`src/hdl/sacl_tag_store.sv`:
```
// Row memory holding one set of lines per entry, with a clearing pass after reset.
`timescale 1ns / 1ps

module sacl_tag_store #(
  parameter int IDX_W = 1,
  parameter int ROW_W = 1
) (
  input  logic             clk_i,
  input  logic             rst_ni,
  input  logic             rd_en_i,
  input  logic [IDX_W-1:0] rd_addr_i,
  output logic [ROW_W-1:0] rd_data_o,
  input  logic             wr_en_i,
  input  logic [IDX_W-1:0] wr_addr_i,
  input  logic [ROW_W-1:0] wr_data_i,
  output logic             busy_o
);

  localparam int DEPTH = 1 << IDX_W;

  logic [ROW_W-1:0] mem_q [DEPTH];
  logic [ROW_W-1:0] rd_data_q;
  logic             busy_q, busy_d;
  logic [IDX_W-1:0] clr_idx_q, clr_idx_d;

  // The clearing pass owns the write port until every row is zeroed.
  always_ff @(posedge clk_i) begin
    if (busy_q) begin
      mem_q[clr_idx_q] <= '0;
    end else if (wr_en_i) begin
      mem_q[wr_addr_i] <= wr_data_i;
    end
    if (rd_en_i) begin
      rd_data_q <= mem_q[rd_addr_i];
    end
  end

  always_comb begin
    busy_d    = busy_q;
    clr_idx_d = clr_idx_q;
    if (busy_q) begin
      clr_idx_d = clr_idx_q + 1'b1;
      if (clr_idx_q == {IDX_W{1'b1}}) begin
        busy_d = 1'b0;
      end
    end
  end

  always_ff @(posedge clk_i or negedge rst_ni) begin
    if (!rst_ni) begin
      busy_q    <= 1'b1;
      clr_idx_q <= '0;
    end else begin
      busy_q    <= busy_d;
      clr_idx_q <= clr_idx_d;
    end
  end

  assign rd_data_o = rd_data_q;
  assign busy_o    = busy_q;

endmodule

```
`config.mk`:
```
export PLATFORM = sky130hd
export DESIGN_NAME = sacl_tag_store
export DESIGN_NICKNAME = d
export VERILOG_FILES = /design/src/hdl/sacl_tag_store.sv
export SDC_FILE = /design/constraint.sdc
export NUM_CORES = 1
export LEC_CHECK = 0
export ABC_AREA = 1
export BUFFER_PORTS_ARGS = -buffer_cell sky130_fd_sc_hd__clkbuf_2
export CAP_MARGIN = 5
export CORE_AREA = 4 4 41 43
export DETAILED_ROUTE_END_ITERATION = 8
export DIE_AREA = 0 0 45 47
export GPL_ROUTABILITY_DRIVEN = 0
export PLACE_DENSITY_LB_ADDON = 0.15
export SYNTH_ARGS = -nofsm -noshare
export SYNTH_HDL_FRONTEND = slang
export SYNTH_SLANG_ARGS = --single-unit
```
`constraint.sdc`:
```
create_clock -name clk_i -period 1.43 [get_ports clk_i]
set_clock_uncertainty 0.05 [all_clocks]
set_input_delay 0.143 -clock clk_i [delete_from_list [all_inputs] [get_ports clk_i]]
set_output_delay 0.143 -clock clk_i [all_outputs]
set_load 0.1 [all_outputs]
```
==> qor.yml <==
setup_path:
  cp-end-kind: "primary output"
  start_kind: "flip-flop"
  crit_type: "reg -> out"
  crit_path_max_incr_delay_ps: 640
  arrival_ps: 1050
  critPathSlowestCell: "dfstp_4"
  crit_family: "flip-flops"
  crit_fanout: 4
  path_cells: "buf_12"
  crit_buf_inv: 1
  crit_cells: 1
  reg2reg_depth: 4
  cp.required_ps: 1240
placed_design:
  port_buffers: 8
  place_area_sq_um: 291.5
  dpl.hpwl_um: 307.7
route:
  wire_per_inst_um: 7.500
  vias: 171
  drt_wl_total_um: 360
  drc_errors: 0
  drt_iter0_drc: 3
  vias_per_cell: 3.563
  dr.pass1.iters: 2
  antenna_left: 0
global_route:
  gr-usage-all-layers_pct: 4.921
  grt_pass1_wl_um: 634
  grt-ovfl-total: 0
  grt_pass1_vias: 193
  antenna_found_initial: 0
  grt_start_max_net_pins: 5
logic_synthesis:
  synth_cells: 20
  ys_top_cells_by_area: "edfxtp_1, dfstp_2, dfrtp_1"
  ys_ff_latch: 5
  synth_ff_type: "edfxtp_1"
  synth_warnings: 0
  synth_top_cell_area_share_pct: 42.11
  synth_area_sq_um: 214.0
  synth_edf_count: 3
  synthTopCellsByCount: "inv_1, nand2_1, edfxtp_1"
  synth_cell_types: 12
  synth.net_count: 27
  avgSynthCellArea_sq_um: 10.70
  ys_seq_area_share_pct: 66.08
  synth-async-reset-ratio_pct: 40.00
  synth_area_leader_cell: "edfxtp_1"
final_layout:
  syn2layout_area_growth_pct: 53.22
  fin_area_sq_um: 327.8
  regArea_sq_um: 145.1
  drive_gt1_share_pct: 51.52
  num_antenna_cells: 0
  multi_input_area_sq_um: 53.80
  fill_cells: 157
  nNetsFinal: 41
die:
  core-area_sq_um: 1301
  start_util_pct: 16.44
  die_y_um: 47
  die_w_um: 45
  rows: 13
  pin_count: 9
  die_area_sq_um: 2115
sta:
  timing.hold.ws_ps: 56.22
  fin_crit_sh_pct: 87.23
  slew_headroom_pct: 64.13
  tns_ps: 0
  fmaxAchievable_ghz: 0.8016
  hold_violations: 0
  period_minus_slack_ps: 1247
  setup_viol: 0
  rsz0062_at_grt: "no"
  tightestPinTransition_ps: 540.4
  drv_slew: 0
cts:
  cts_tree: "yes"
  clk_path_buf_depth: 2
  clk_pin_slew_ps: 40
  clkSinkCount: 5
  htree_num_levels: 1
  clockRootBuffer: "clkbuf_4"
  cts_resized: 0
  clk_latency_ps: 240
  cts_buffers: 3
power:
  finalPower_w: 0.0003568
  peakVddDrop_mv: 0.4062
  p_leak_nw: 0.1643
  p_per_area_nw_per_um2: 1088
hold_path:
  hp-class: "in -> reg"
  hold_path_depth: 1
status:
  status: "completed"
flow_run:
  drv_cap: 0
-- layer usage --
metal  GRT usage, %  part of all wire [%]  vias to the layer above
met5              0                     0                        -
met3          4.598                    12                        0
met1          3.226                    35                       77
li1               -                     -                       88
met4          5.263                     0                        0
met2          7.627                    53                        6
-- cells in the final DEF (no fill, tap or decap), drive strengths merged --
cell type,synthesis,routed
clkbuf,0,11
edfxtp,3,3
inv,5,5
dfrtp,1,1
nor2,2,2
nand3,1,1
dfstp,1,1
o21ai,1,1
buf,0,1
and3,1,1
nand2,5,5
dlygate4sd3,0,1
-- sequential cells by signal (all words and copies together) (netlist names) --
| name | cells |
|---|---|
| clr_idx_q | 1 |
| rd_data_o | 1 |
| mem_q | 2 |
| busy_o | 1 |
-- kinds of logic (layout without fill, tap and decap cells) --
logic type             count (synthesis)  after routing  synth area share [%]
AOI/OAI and AO/OA                      1              1                 2.337
buffers and inverters                  5             18                 8.768
DFF                                    5              5                 66.08
and+or+nand+nor                        9              9                 22.81
-- power breakdown --
part           switching [W]  leakage [nW]  total (W)  internal [W]
clock network      0.0000556        0.0150   0.000161      0.000105
logic              0.0000227        0.0944  0.0000357     0.0000129
registers        0.000000855        0.0549   0.000160      0.000159
total              0.0000792         0.164   0.000357      0.000278
-- metrics by stage --
stage               cells  utilization [%]  worst slack (ps)
global placement       43            22.40             211.5
CTS                    48            25.19             163.8
global route           48            25.19             151.0
floorplan              20                -             44.63
finish                 48            25.19             182.6
detailed placement     43            22.40             212.6
-- final cells by class --
class / count / area share (%)
multi-input combinational: 10 / 16.41
sequential: 5 / 44.27
clock buffer: 4 / 8.015
timing repair buffer: 9 / 19.85
inverter: 5 / 5.725
tap: 15 / 5.725
-- repair_timing --
action	4_1_cts	5_1_grt
buffers inserted	0	0
endpoints found under the hold margin	2	0
hold buffers	1	0
-- final timing paths --
path                             endpoint  slack [ps]      start
worst min register to register  clr_idx_q         430  clr_idx_q
worst min-delay path            rd_data_o          60    rd_en_i
worst max register to register   mem_q[1]         210     busy_o
worst max-delay path               busy_o         180     busy_o
max in group asynchronous          busy_o         970     rst_ni
min in group asynchronous       clr_idx_q         180     rst_ni
Power figures use the tool's default switching activity.
